$ cat src/sv/chained_hash_set_macros.svh
// assertion macros shared by the hash set modules
`ifndef CHAINED_HASH_SET_MACROS_SVH
`define CHAINED_HASH_SET_MACROS_SVH

// same-cycle implication, disabled during reset
`define CHS_ASSERT(label, clk, rst_n, ante, cons) \
	label: assert property (@(posedge clk) disable iff (!rst_n) (ante) |-> (cons)) \
		else $error("hash set assertion failed");

// next-cycle implication, disabled during reset
`define CHS_ASSERT_NEXT(label, clk, rst_n, ante, cons) \
	label: assert property (@(posedge clk) disable iff (!rst_n) (ante) |=> (cons)) \
		else $error("hash set assertion failed");

`endif

$ cat src/sv/chs_queue.sv
// two-entry queue between hash front and table back
module chs_queue #(
	parameter int W = 8
) (
	input  logic         clk,
	input  logic         arst_n,
	input  logic         in_valid,
	output logic         in_ready,
	input  logic [W-1:0] in_data,
	output logic         out_valid,
	input  logic         out_ready,
	output logic [W-1:0] out_data
);

	localparam int DEPTH = 2;

	logic [W-1:0] entry_q [DEPTH];
	logic         wr_ptr_q;
	logic         rd_ptr_q;
	logic [1:0]   fill_q;
	logic         push;
	logic         pop;

	assign in_ready  = (fill_q != 2'(DEPTH));
	assign out_valid = (fill_q != '0);
	assign out_data  = entry_q[rd_ptr_q];
	assign push      = in_valid && in_ready;
	assign pop       = out_valid && out_ready;

	always_ff @(posedge clk or negedge arst_n) begin
		if (!arst_n) begin
			wr_ptr_q <= 1'b0;
			rd_ptr_q <= 1'b0;
			fill_q   <= '0;
		end else begin
			if (push) begin
				wr_ptr_q <= ~wr_ptr_q;
			end
			if (pop) begin
				rd_ptr_q <= ~rd_ptr_q;
			end
			if (push && !pop) begin
				fill_q <= fill_q + 2'd1;
			end else if (pop && !push) begin
				fill_q <= fill_q - 2'd1;
			end
		end
	end

	always_ff @(posedge clk) begin
		if (push) begin
			entry_q[wr_ptr_q] <= in_data;
		end
	end

endmodule

$ cat config.mk
export PLATFORM = sky130hd
export DESIGN_NAME = chs_queue
export DESIGN_NICKNAME = d
export VERILOG_FILES = /design/src/sv/chained_hash_set_macros.svh /design/src/sv/chs_queue.sv
export SDC_FILE = /design/constraint.sdc
export NUM_CORES = 1
export LEC_CHECK = 0
export BUFFER_PORTS_ARGS = -buffer_cell sky130_fd_sc_hd__buf_2
export CORE_UTILIZATION = 37
export DETAILED_ROUTE_END_ITERATION = 10
export PLACE_DENSITY = 0.68
export SLEW_MARGIN = 20
export SYNTH_ARGS = -nofsm -noshare
export SYNTH_HDL_FRONTEND = slang
export SYNTH_SLANG_ARGS = --single-unit
$ cat constraint.sdc
create_clock -name clk -period 1.56 [get_ports clk]
set_input_delay 0 -clock clk [delete_from_list [all_inputs] [get_ports clk]]
set_output_delay 0 -clock clk [all_outputs]
set_load 0.005 [all_outputs]
==> results by group <==
GRT
  – All-Layer GR Usage: 11.63%
  – Vias in the first global route: 373
  – Largest net degree at the start of global routing: 12
  – First-pass GRT wire length: about 1700 um
  – Antenna violations before repair: 0
  – Congestion Overflow GR: 0

Setup path
  – R2r startpoint: fill_q[0]
  – Startpoint Class: flip-flop
  – RR Endpoint: fill_q[1]
  – Largest stage delay, worst path: 410 ps
  – Worst setup EP type: flip-flop
  – CP Cell Sequence: nand2b_4 -> nand2_1 -> inv_1 -> ha_1 -> nor2_1 -> xor2_1
  – CP Buf/Inv Count: 1
  – Req. time, crit path: 1780 ps
  – Crit path kind: flip-flop to flip-flop
  – CP Depth: 6
  – R2R cell count: 6
  – CP max FO: 3
  – Critical path arrival: 1630 ps
  – CP top delay family: flip-flops
  – R2R setup slack: 150 ps
  – Slowest CP cell: dfrtp_1

Power
  – VDD IR max: ~0.80 mV
  – Leak: 0.4464 nW
  – Pwr Density: 1606 nW/um2

CTS
  – Htree depth: 1
  – Max clock buf depth: 2
  – CTS clk-pin slew, worst paths: 100 ps
  – Post-cts resize count: 0
  – Clock Sinks: 20
  – Worst-Skew Late Latency: approximately 280 ps
  – CTS tree: done
  – Clock root cell: clkbuf_4
  – Num CTS Buffers: 3

Synth
  – Synth Instances: 43
  – Post-synth ARST share: between 20% and 30%
  – Seq/Total Area, Yosys: approximately 74%
  – Ys flop type: edfxtp_1
  – Cell variety after synth: 14
  – Post-synth top area share: 61.05%
  – Synth Cell Area: 787.0 um2
  – Post-synth net total: 56
  – Synthesis-stage register bit count: 20
  – Ys Warns: 0
  – Top cells by instance count after synthesis: edfxtp_1, mux2_2, dfrtp_1, xnor2_1
  – Post-synth top area cell: edfxtp_1
  – Top cells by area, synth: edfxtp_1, dfrtp_1, mux2_2
  – Post-synth EDFFs: 16
  – Count leader, synth: edfxtp_1
  – Average size of a mapped cell: 18.30 um2

Die
  – Starting density of the core: 39.71%
  – Horiz. Die Dim: 48.12 um
  – Top-Level Pins: 22
  – Core area: 1982 um2
  – DIE HEIGHT: 48.12 um
  – Num rows: 16
  – Die area: 2316 um2

Route
  – Initial DRC count: 1
  – DRC Markers: 0
  – Max Used Layer: met4
  – Drt total wl: 1140 um
  – Met3 Wirelength: roughly 48 um
  – Antenna viol nets, final: 0
  – Vias/cell: ~4.3
  – Vias: 457
  – Met2 wire length: around 530 um
  – First-pass iteration count of the detailed router: 2
  – Routed WL per cell: 10.65 um
  – Met1 wire length: around 540 um

Hold path
  – HP Start: in_valid
  – Hold Path Stages: 3
  – HP Class: input port to flip-flop
  – Hold Path End: wr_ptr_q

Place
  – Number of port buffers: 21
  – DP HPWL: between 800 and 900 um
  – Gpl congestion: 0.6975

Finish
  – Diodes inserted: 0
  – Final net count: 94
  – Share of cells above drive strength 1: between 40% and 50%
  – Area delta synth->final: 37.20%

Timing
  – Worst slew pin tran: just under 400 ps
  – RSZ-0062 raised after global routing: false
  – Final setup fails: 0
  – Final Hold Fails: 0
  – Worst hold slack: 20.91 ps
  – Fmax: 708.9 MHz
  – Min Tclk post-route: around 1400 ps
  – Part of the cycle the worst path needs: approximately nine tenths
  – Setup TNS: 0 ps
  – Worst slew margin: between 70% and 80%
  – Clk_skew: 3.786 ps
  – Final Max Slew Viols: 0

Run status
  – Status: completed

Run
  – MaxCap Viol Count: 0
power breakdown:
part	switching [mW]	internal [mW]
combinational	0.238	0.364
sequential	0.104	0.746
clock	0.141	0.142
total	0.483	1.25
through the flow:
step	worst slack (ps)	utilization, %	power (mW)	cells	instance area [um2]
after global placement	155.6	47.22	1.420	92	935.9
after CTS	78.76	54.10	1.743	106	1072
final	149.4	54.48	1.734	107	1080
after floorplan	189.5	-	1.226	43	787.0
after global routing	24.89	54.48	1.876	107	1080
after detailed placement	105.9	47.22	1.437	92	935.9
layout by cell type (no fill, tap or decap):
master         instances
clkbuf_4               3
dfrtp_1                4
buf_4                  3
nand2_1                1
and3_1                 1
inv_1                  1
nand2_4                1
or2_4                  1
dlygate4sd3_1         10
nand2b_4               1
clkbuf_8               1
ha_1                   1
edfxtp_1              16
xor2_1                 2
nor2_1                 2
mux2_2                 8
buf_2                 21
xnor2_1                3
metal layers:
metal	vias to the layer above	global-route usage, %
met3	2	4.444
met5	-	0
li1	231	-
met4	0	8.333
met1	212	15.25
met2	12	15.68
cell type report:
type	count	area [um2]
Clock buffer	4	36.28
Inverter	1	3.754
Sequential cell	20	580.6
Timing Repair Buffer	34	227.7
Fill cell	171	902.1
Tap cell	27	33.78
Multi-Input combinational cell	21	197.7
logic make-up after synthesis:
family	Yosys count	synth area share [%]
flops	20	73.77
mux	8	11.45
simple gates	7	6.518
xor+xnor	5	5.565
buf+inv	2	1.112
fa+ha+maj	1	1.590
worst max-delay path by stage:
stage / startpoint / end / slack, ps
3_5_place_dp: fill_q[0] / fill_q[1] / 110
2_1_floorplan: fill_q[0] / entry_q[0][0] / 190
3_3_place_gp: fill_q[0] / fill_q[1] / 160
4_1_cts: fill_q[0] / fill_q[1] / 80
5_1_grt: fill_q[0] / fill_q[1] / 20
6_report: fill_q[0] / fill_q[1] / 150
registers in the layout, indices dropped and copies added (netlist names):
register  cells
rd_ptr_q      1
wr_ptr_q      1
entry_q      16
fill_q        2
worst min-delay path, stage by stage:
cell and delay, ps:
buf_2 100, nand2_1 100, xnor2_1 70
what timing repair did:
| item | 4_1_cts | 5_1_grt |
|---|---|---|
| setup buffers | 0 | 1 |
| endpoints found under the hold margin | 21 | 0 |
| hold buffers | 10 | 0 |
| endpoints found under the setup margin | 0 | 1 |
Power figures use the tool's default switching activity.
