## src/sv/chained_hash_set_macros.svh

```systemverilog
// assertion macros shared by the hash set modules
`ifndef CHAINED_HASH_SET_MACROS_SVH
`define CHAINED_HASH_SET_MACROS_SVH

// same-cycle implication, disabled during reset
`define CHS_ASSERT(label, clk, rst_n, ante, cons) \
	label: assert property (@(posedge clk) disable iff (!rst_n) (ante) |-> (cons)) \
		else $error("hash set assertion failed");

// next-cycle implication, disabled during reset
`define CHS_ASSERT_NEXT(label, clk, rst_n, ante, cons) \
	label: assert property (@(posedge clk) disable iff (!rst_n) (ante) |=> (cons)) \
		else $error("hash set assertion failed");

`endif

```

## src/sv/chs_pkg.sv

```systemverilog
// shared types and constants of the chained hash set
package chs_pkg;

	localparam int KEY_W   = 32;
	localparam int OP_W    = 2;
	localparam int COUNT_W = 9;
	localparam int CFG_W   = 7;

	localparam logic [CFG_W-1:0] BUCKET_COUNT_RESET = 7'd64;

	typedef enum logic [OP_W-1:0] {
		OP_CONTAINS = 2'd0,
		OP_INSERT   = 2'd1,
		OP_REMOVE   = 2'd2,
		OP_NOP      = 2'd3
	} op_t;

	typedef struct packed {
		op_t              op;
		logic [KEY_W-1:0] key;
	} req_t;

	typedef struct packed {
		logic               hit;
		logic               status;
		logic [COUNT_W-1:0] key_count;
	} rsp_t;

endpackage

```

## src/sv/chs_if.sv

```systemverilog
// request and response channel interfaces of the chained hash set
interface chs_req_if;
	logic                                valid;
	logic                                ready;
	logic [chs_pkg::OP_W-1:0]            op;
	logic signed [chs_pkg::KEY_W-1:0]    key;

	modport source (output valid, output op, output key, input ready);
	modport sink (input valid, input op, input key, output ready);
endinterface


```

## src/sv/chs_front.sv

```systemverilog
// request intake and bucket hash by iterative restoring modulo
`include "chained_hash_set_macros.svh"

module chs_front #(
	parameter int BUCKETS = 64
) (
	input  logic                                  clk,
	input  logic                                  arst_n,
	chs_req_if.sink                               req,
	input  logic [chs_pkg::CFG_W-1:0]             bucket_count,
	input  logic                                  enable,
	output logic                                  q_valid,
	input  logic                                  q_ready,
	output chs_pkg::req_t                         q_req,
	output logic [(BUCKETS > 1 ? $clog2(BUCKETS) : 1)-1:0] q_bucket
);

	localparam int KW   = chs_pkg::KEY_W;
	localparam int BW   = (BUCKETS > 1) ? $clog2(BUCKETS) : 1;
	localparam int MW   = $clog2(BUCKETS + 1);
	localparam int CMPW = (MW > chs_pkg::CFG_W) ? MW : chs_pkg::CFG_W;
	localparam int CTW  = $clog2(KW);

	typedef enum logic [2:0] {
		ST_IDLE = 3'b001,
		ST_DIV  = 3'b010,
		ST_PUSH = 3'b100
	} state_t;

	state_t           state_q;
	logic [CTW-1:0]   cnt_q;
	chs_pkg::req_t    req_q;
	logic [KW-1:0]    mag_q;
	logic             neg_q;
	logic [MW-1:0]    m_q;
	logic [MW-1:0]    rem_q;

	logic             accept;
	logic [KW-1:0]    mag_d;
	logic [MW-1:0]    m_d;
	logic [CMPW-1:0]  cfg_ext;
	logic [MW:0]      trial;
	logic [MW:0]      trial_sub;
	logic [MW-1:0]    rem_d;
	logic [MW-1:0]    bucket_full;

	assign req.ready = (state_q == ST_IDLE) && enable;
	assign accept    = req.valid && req.ready;

	// effective modulus: zero means one, capped at BUCKETS
	always_comb begin
		cfg_ext = CMPW'(bucket_count);
		if (bucket_count == '0) begin
			m_d = MW'(1);
		end else if (cfg_ext > CMPW'(BUCKETS)) begin
			m_d = MW'(BUCKETS);
		end else begin
			m_d = MW'(bucket_count);
		end
	end

	assign mag_d = req.key[KW-1] ? (~$unsigned(req.key) + KW'(1)) : $unsigned(req.key);

	// one quotient bit per cycle
	assign trial     = {rem_q, mag_q[KW-1]};
	assign trial_sub = trial - {1'b0, m_q};
	assign rem_d     = (trial >= {1'b0, m_q}) ? trial_sub[MW-1:0] : trial[MW-1:0];

	// negative keys fold onto the non-negative residue
	assign bucket_full = (neg_q && (rem_q != '0)) ? (m_q - rem_q) : rem_q;

	assign q_valid  = (state_q == ST_PUSH);
	assign q_req    = req_q;
	assign q_bucket = BW'(bucket_full);

	always_ff @(posedge clk or negedge arst_n) begin
		if (!arst_n) begin
			state_q <= ST_IDLE;
			cnt_q   <= '0;
		end else begin
			unique case (state_q)
				ST_IDLE: begin
					if (accept) begin
						state_q <= ST_DIV;
						cnt_q   <= '0;
					end
				end
				ST_DIV: begin
					cnt_q <= cnt_q + CTW'(1);
					if (cnt_q == CTW'(KW - 1)) begin
						state_q <= ST_PUSH;
					end
				end
				ST_PUSH: begin
					if (q_ready) begin
						state_q <= ST_IDLE;
					end
				end
				default: begin
					state_q <= ST_IDLE;
				end
			endcase
		end
	end

	always_ff @(posedge clk) begin
		if (accept) begin
			req_q.op  <= chs_pkg::op_t'(req.op);
			req_q.key <= req.key;
			mag_q     <= mag_d;
			neg_q     <= req.key[KW-1];
			m_q       <= m_d;
			rem_q     <= '0;
		end else if (state_q == ST_DIV) begin
			mag_q <= {mag_q[KW-2:0], 1'b0};
			rem_q <= rem_d;
		end
	end

	`CHS_ASSERT(a_rem_below_mod, clk, arst_n, state_q == ST_DIV, rem_q < m_q)
	`CHS_ASSERT(a_bucket_below_mod, clk, arst_n, q_valid, bucket_full < m_q)
	`CHS_ASSERT_NEXT(a_accept_starts_div, clk, arst_n, accept, state_q == ST_DIV)

endmodule

```

## src/flat_wrapper.sv

```systemverilog
// flat-port wrapper written by rule: the top's interface ports become plain ports
module chs_front_flat 
#(
	parameter int BUCKETS = 64
)
  (clk, arst_n, bucket_count, enable, q_valid, q_ready, q_req, q_bucket, req_valid, req_op, req_key, req_ready);
  chs_req_if req_i ();
  input  logic clk;
  input  logic arst_n;
  input  logic [chs_pkg::CFG_W-1:0] bucket_count;
  input  logic enable;
  output logic q_valid;
  input  logic q_ready;
  output chs_pkg::req_t q_req;
  output logic [(BUCKETS > 1 ? $clog2(BUCKETS) : 1)-1:0] q_bucket;
  input wire logic [$bits(req_i.valid)-1:0] req_valid;
  input wire logic [$bits(req_i.op)-1:0] req_op;
  input wire logic [$bits(req_i.key)-1:0] req_key;
  output wire logic [$bits(req_i.ready)-1:0] req_ready;
  assign req_i.valid = req_valid;
  assign req_i.op = req_op;
  assign req_i.key = req_key;
  assign req_ready = req_i.ready;
  chs_front #(.BUCKETS(BUCKETS)) u_core (.clk(clk), .arst_n(arst_n), .req(req_i), .bucket_count(bucket_count), .enable(enable), .q_valid(q_valid), .q_ready(q_ready), .q_req(q_req), .q_bucket(q_bucket));
endmodule
```

## config.mk

```make
export PLATFORM = sky130hd
export DESIGN_NAME = chs_front_flat
export DESIGN_NICKNAME = d
export VERILOG_FILES = /design/src/sv/chs_pkg.sv /design/src/sv/chs_if.sv /design/src/sv/chs_front.sv /design/src/flat_wrapper.sv
export VERILOG_INCLUDE_DIRS = /design/src /design/src/sv
export SDC_FILE = /design/constraint.sdc
export NUM_CORES = 1
export LEC_CHECK = 0
export BUFFER_PORTS_ARGS = -buffer_cell sky130_fd_sc_hd__buf_2
export CAP_MARGIN = 20
export CELL_PAD_IN_SITES_DETAIL_PLACEMENT = 1
export CELL_PAD_IN_SITES_GLOBAL_PLACEMENT = 1
export CORE_ASPECT_RATIO = 0.8
export CORE_UTILIZATION = 47
export DETAILED_ROUTE_END_ITERATION = 10
export PLACE_DENSITY = 0.95
export SYNTH_ARGS = -nofsm -noshare
export SYNTH_HDL_FRONTEND = slang
export SYNTH_SLANG_ARGS = --single-unit
```

## constraint.sdc

```tcl
create_clock -name clk -period 4.53 [get_ports clk]
set_clock_uncertainty 0.05 [all_clocks]
set_input_delay 0.2265 -clock clk [delete_from_list [all_inputs] [get_ports clk]]
set_output_delay 0.2265 -clock clk [all_outputs]
set_load 0.02 [all_outputs]
```

==> impl_metrics.prom <==
# TYPE chip_impl_metric gauge
chip_impl_info{name="run_status",value="complete, but fails checks"} 1
chip_impl_info{name="failed_checks",value="DRC"} 1
chip_impl_metric{name="postSynthCellCount",unit=""} 400
chip_impl_metric{name="cp_slowest_stage_delay",unit="ns"} 0.42
chip_impl_metric{name="worstMarginPinSlew",unit="ns"} 0.730
chip_impl_metric{name="grt_pass1_vias",unit=""} 3928
chip_impl_metric{name="drt_pass1_iterations",unit=""} 8
chip_impl_metric{name="post_route_cells_drive_above_1_share",unit=""} 0.255
chip_impl_metric{name="worst_ir_drop_vdd",unit="mV"} 0.249
chip_impl_metric{name="post-layout-total-power",unit="mW"} 2.26
chip_impl_metric{name="min_delay_path_depth",unit=""} 1
chip_impl_metric{name="clock.fmax",unit="MHz"} 346
chip_impl_metric{name="critical_path_peak_fanout",unit=""} 8
chip_impl_info{name="worst_path_most_repeated_cell",value="sky130_fd_sc_hd__inv_1"} 1
chip_impl_info{name="setup_repair_after_global_routing_missed_its_margin",value="no"} 1
chip_impl_metric{name="cell_internal_pwr",unit="mW"} 1.66
chip_impl_metric{name="fillerInstances",unit=""} 986
chip_impl_metric{name="die_area",unit="mm^2"} 0.00997
chip_impl_metric{name="h_tree_depth",unit=""} 3
chip_impl_info{name="crit-reg2reg-launch",value="u_core.mag_q[31]"} 1
chip_impl_metric{name="timing.final.crit_period",unit="ns"} 2.89
chip_impl_metric{name="worstPathArrival",unit="ns"} 3.03
chip_impl_metric{name="reg2reg_slack",unit="ns"} 1.64
chip_impl_metric{name="floorplan.die.width",unit="um"} 111
chip_impl_metric{name="design.final.nets",unit=""} 552
chip_impl_metric{name="post_synth_num_cell_types",unit=""} 52
chip_impl_metric{name="drt_wl_cell",unit="um"} 24.3
chip_impl_metric{name="drt_iter0_drc",unit=""} 243
chip_impl_metric{name="via_count",unit=""} 3779
chip_impl_metric{name="seq_power_share",unit=""} 0.434
chip_impl_metric{name="setup_violations_final",unit=""} 0
chip_impl_metric{name="post_synthesis_cell_area",unit="mm^2"} 0.00450
chip_impl_metric{name="io_pins",unit=""} 88
chip_impl_metric{name="place_congestion",unit=""} 0.821
chip_impl_metric{name="cts_sinks",unit=""} 88
chip_impl_metric{name="power_density",unit="mW/mm^2"} 415
chip_impl_metric{name="clkLatencyLatePin",unit="ns"} 0.34
chip_impl_metric{name="overflow_left_after_global_routing",unit=""} 0
chip_impl_metric{name="max_cap_viol_count",unit=""} 0
chip_impl_metric{name="switching_share",unit=""} 0.266
chip_impl_metric{name="share_clk_of_total_power",unit=""} 0.411
chip_impl_info{name="critical_path_class",value="reg2reg"} 1
chip_impl_metric{name="layout_overhead_on_the_synthesized_area",unit="%"} 20.9
chip_impl_info{name="setup.worst_path.end_class",value="register"} 1
chip_impl_info{name="path_cells",value="inv_1 > ha_1 > inv_1 > fa_1 > nand3_1 > a31oi_1 > o32ai_1 > buf_4 > mux2i_1 > o21ai_0"} 1
chip_impl_info{name="max_stage_delay_cell_worst_path",value="sky130_fd_sc_hd__fa_1"} 1
chip_impl_metric{name="remaining_antenna_violation_count_after_routing",unit=""} 0
chip_impl_metric{name="synthesis.nets",unit=""} 463
chip_impl_metric{name="pwr-share-comb",unit=""} 0.155
chip_impl_metric{name="post_synth_edffs",unit=""} 73
chip_impl_info{name="min-delay-start",value="req_op[1]"} 1
chip_impl_metric{name="route.final.wire_length",unit="um"} 14800
chip_impl_info{name="critical_path.startpoint_type",value="register"} 1
chip_impl_info{name="tritoncts",value="yes"} 1
chip_impl_info{name="final_common_cell",value="sky130_fd_sc_hd__buf_2"} 1
chip_impl_metric{name="drc_errors",unit=""} 16
chip_impl_metric{name="totalNegativeSetupSlack",unit="ns"} 0
chip_impl_metric{name="final-max-slew-violation-count",unit=""} 0
chip_impl_metric{name="synth_warnings",unit=""} 0
chip_impl_metric{name="clock_tree.buffer_depth",unit=""} 2
chip_impl_metric{name="ys_seq_elements",unit=""} 88
chip_impl_metric{name="gr-usage-all-layers",unit=""} 0.299
chip_impl_info{name="worst_r2r_endpoint",value="u_core.rem_q[1]"} 1
chip_impl_metric{name="numPortBuffers",unit=""} 87
chip_impl_metric{name="timing.slew.headroom",unit=""} 0.512
chip_impl_info{name="cts.root.buffer_cell",value="sky130_fd_sc_hd__clkbuf_16"} 1
chip_impl_metric{name="clk_pin_slew_worst_paths",unit="ns"} 0.07
chip_impl_metric{name="synth_seq_area_share",unit=""} 0.563
chip_impl_metric{name="r2r.worst_path.cells",unit=""} 10
chip_impl_metric{name="finalHoldViolCount",unit=""} 0
chip_impl_metric{name="hpwlAfterDp",unit="um"} 9440
chip_impl_metric{name="initial_utilization",unit=""} 0.490
chip_impl_info{name="worstHoldEndpoint",value="u_core.q_req[33]"} 1
chip_impl_metric{name="net-switching-power",unit="uW"} 602
chip_impl_metric{name="routed_via_density",unit=""} 6.18
chip_impl_metric{name="cts_made_buffers",unit=""} 9
chip_impl_metric{name="area_inside_the_core_boundary",unit="mm^2"} 0.00919
chip_impl_metric{name="global_route_wire_length_before_repair",unit="um"} 21900
chip_impl_metric{name="postSynth.asyncResetShare",unit=""} 0.0909
chip_impl_metric{name="num_rows",unit=""} 31
chip_impl_metric{name="cts_setup_buffers",unit=""} 0
chip_impl_metric{name="min_period_over_period",unit=""} 0.637
chip_impl_metric{name="grt_start_max_net_pins",unit=""} 70
chip_impl_info{name="most-common-layout-cells",value="sky130_fd_sc_hd__buf_2, sky130_fd_sc_hd__edfxtp_1, sky130_fd_sc_hd__nand2_1"} 1
chip_impl_metric{name="die_h",unit="um"} 89.5
chip_impl_metric{name="critical_path_required",unit="ns"} 4.68
chip_impl_info{name="primary_flip_flop_cell_chosen_by_synthesis_mapping",value="sky130_fd_sc_hd__edfxtp_1"} 1
chip_impl_metric{name="antenna_found_initial",unit=""} 1
chip_impl_info{name="min-delay-path-class",value="in2reg"} 1
chip_impl_metric{name="avgSynthCellArea",unit="um^2"} 11.3
chip_impl_metric{name="power_leakage",unit="nW"} 2.25
==> power groups by stage <==
stage | clock network (mW) | logic, mW | registers (mW)
2_1_floorplan | 0 | 0.182 | 1.00
3_3_place_gp | 0 | 0.300 | 0.987
3_5_place_dp | 0 | 0.327 | 0.993
4_1_cts | 0.927 | 0.346 | 0.979
5_1_grt | 0.952 | 0.374 | 0.983
6_report | 0.929 | 0.351 | 0.980
==> layout make-up <==
cell class              count  area [um^2]  area share
diodes                      2         5.00    0.000920
well taps                 115          144      0.0264
clock buffers               9          225      0.0414
repair buffers             92          475      0.0874
flip-flops and latches     88         2530       0.466
clock inverters             7          144      0.0264
multi-input cells         278         1840       0.338
inverters                  20         75.1      0.0138
==> per-stage QoR <==
stage	setup WS [ns]	util	cell area (um^2)	instances	hold WS [ns]
global placement	2.18	0.550	5060	592	0.0301
finish	1.64	0.592	5440	611	0.0105
detailed placement	1.98	0.550	5060	592	0.0287
global route	1.54	0.592	5440	610	0.0101
CTS	1.67	0.591	5440	609	0.00993
floorplan	1.66	-	4500	400	-0.119
==> cell usage after synthesis, drive strengths merged, types with 2 or more instances <==
cell type	instances	area, um^2
edfxtp	73	2190
nand2	54	203
o21ai	53	265
xor2	33	289
inv	20	75.1
nor2	18	67.6
ha	15	188
a21oi	12	60.1
nand3	11	55.1
clkbuf	10	37.5
nor3	10	61.3
o31ai	10	85.1
nor2b	8	50.1
dfrtp	7	175
dfxtp	7	140
o41ai	7	95.1
o22ai	5	31.3
buf	4	18.8
nand4	4	37.5
or4	4	37.5
mux2i	3	30.0
nor4	3	31.3
o21a	3	22.5
o21bai	3	22.5
a21o	2	15.0
fa	2	40.0
nor3b	2	26.3
or2	2	12.5
or3	2	13.8
xnor2	2	17.5
==> flip-flops by register name (all words and copies together) (netlist names) <==
name,cells
u_core.mag_q,32
u_core.state_q,3
u_core.m_q,7
u_core.neg_q,1
u_core.q_req,33
u_core.cnt_q,5
u_core.rem_q,7
==> how the worst max path moves through the flow <==
stage | cells after the start | start | slack [ns] | to
finish | 10 | u_core.mag_q[31] | 1.64 | u_core.rem_q[1]
global route | 9 | u_core.rem_q[1] | 1.54 | q_bucket[5]
CTS | 9 | u_core.rem_q[1] | 1.67 | q_bucket[5]
detailed placement | 7 | req_key[6] | 1.98 | u_core.mag_q[30]
global placement | 6 | u_core.state_q[0] | 2.18 | u_core.q_req[27]
floorplan | 5 | u_core.state_q[0] | 1.66 | u_core.m_q[0]
==> cell families (layout without fill, tap and decap cells) <==
| group | Yosys count | in the layout | share of synthesized area |
|---|---|---|---|
| simple gates | 121 | 121 | 0.137 |
| fa+ha+maj | 17 | 17 | 0.0506 |
| xor+xnor | 35 | 35 | 0.0681 |
| flops | 88 | 88 | 0.563 |
| buf+inv | 34 | 128 | 0.0292 |
| other cells | 0 | 2 | 0 |
| compound gates | 101 | 101 | 0.143 |
| mux | 4 | 4 | 0.00917 |
==> layer usage <==
layer,global-route usage,wire length [um],vias to the layer above
met3,0.0692,838,72
met4,0.186,800,0
met1,0.346,5920,1867
li1,-,-,1638
met2,0.520,7270,202
met5,0,0,-
==> what timing repair did <==
| action | in CTS | in global routing |
|---|---|---|
| hold endpoints to repair | 8 | 0 |
| resized for setup | 0 | 0 |
| hold buffers | 1 | 0 |
==> worst max-delay path, delay by kind of cell, from the launching register on <==
| family | cells | cell delay, ns |
|---|---|---|
| mux | 1 | 0.33 |
| flops | 1 | 0.41 |
| fa+ha+maj | 2 | 0.61 |
| simple gates | 1 | 0.15 |
| buf+inv | 3 | 0.45 |
| compound gates | 3 | 0.72 |
Power figures use the tool's default switching activity.
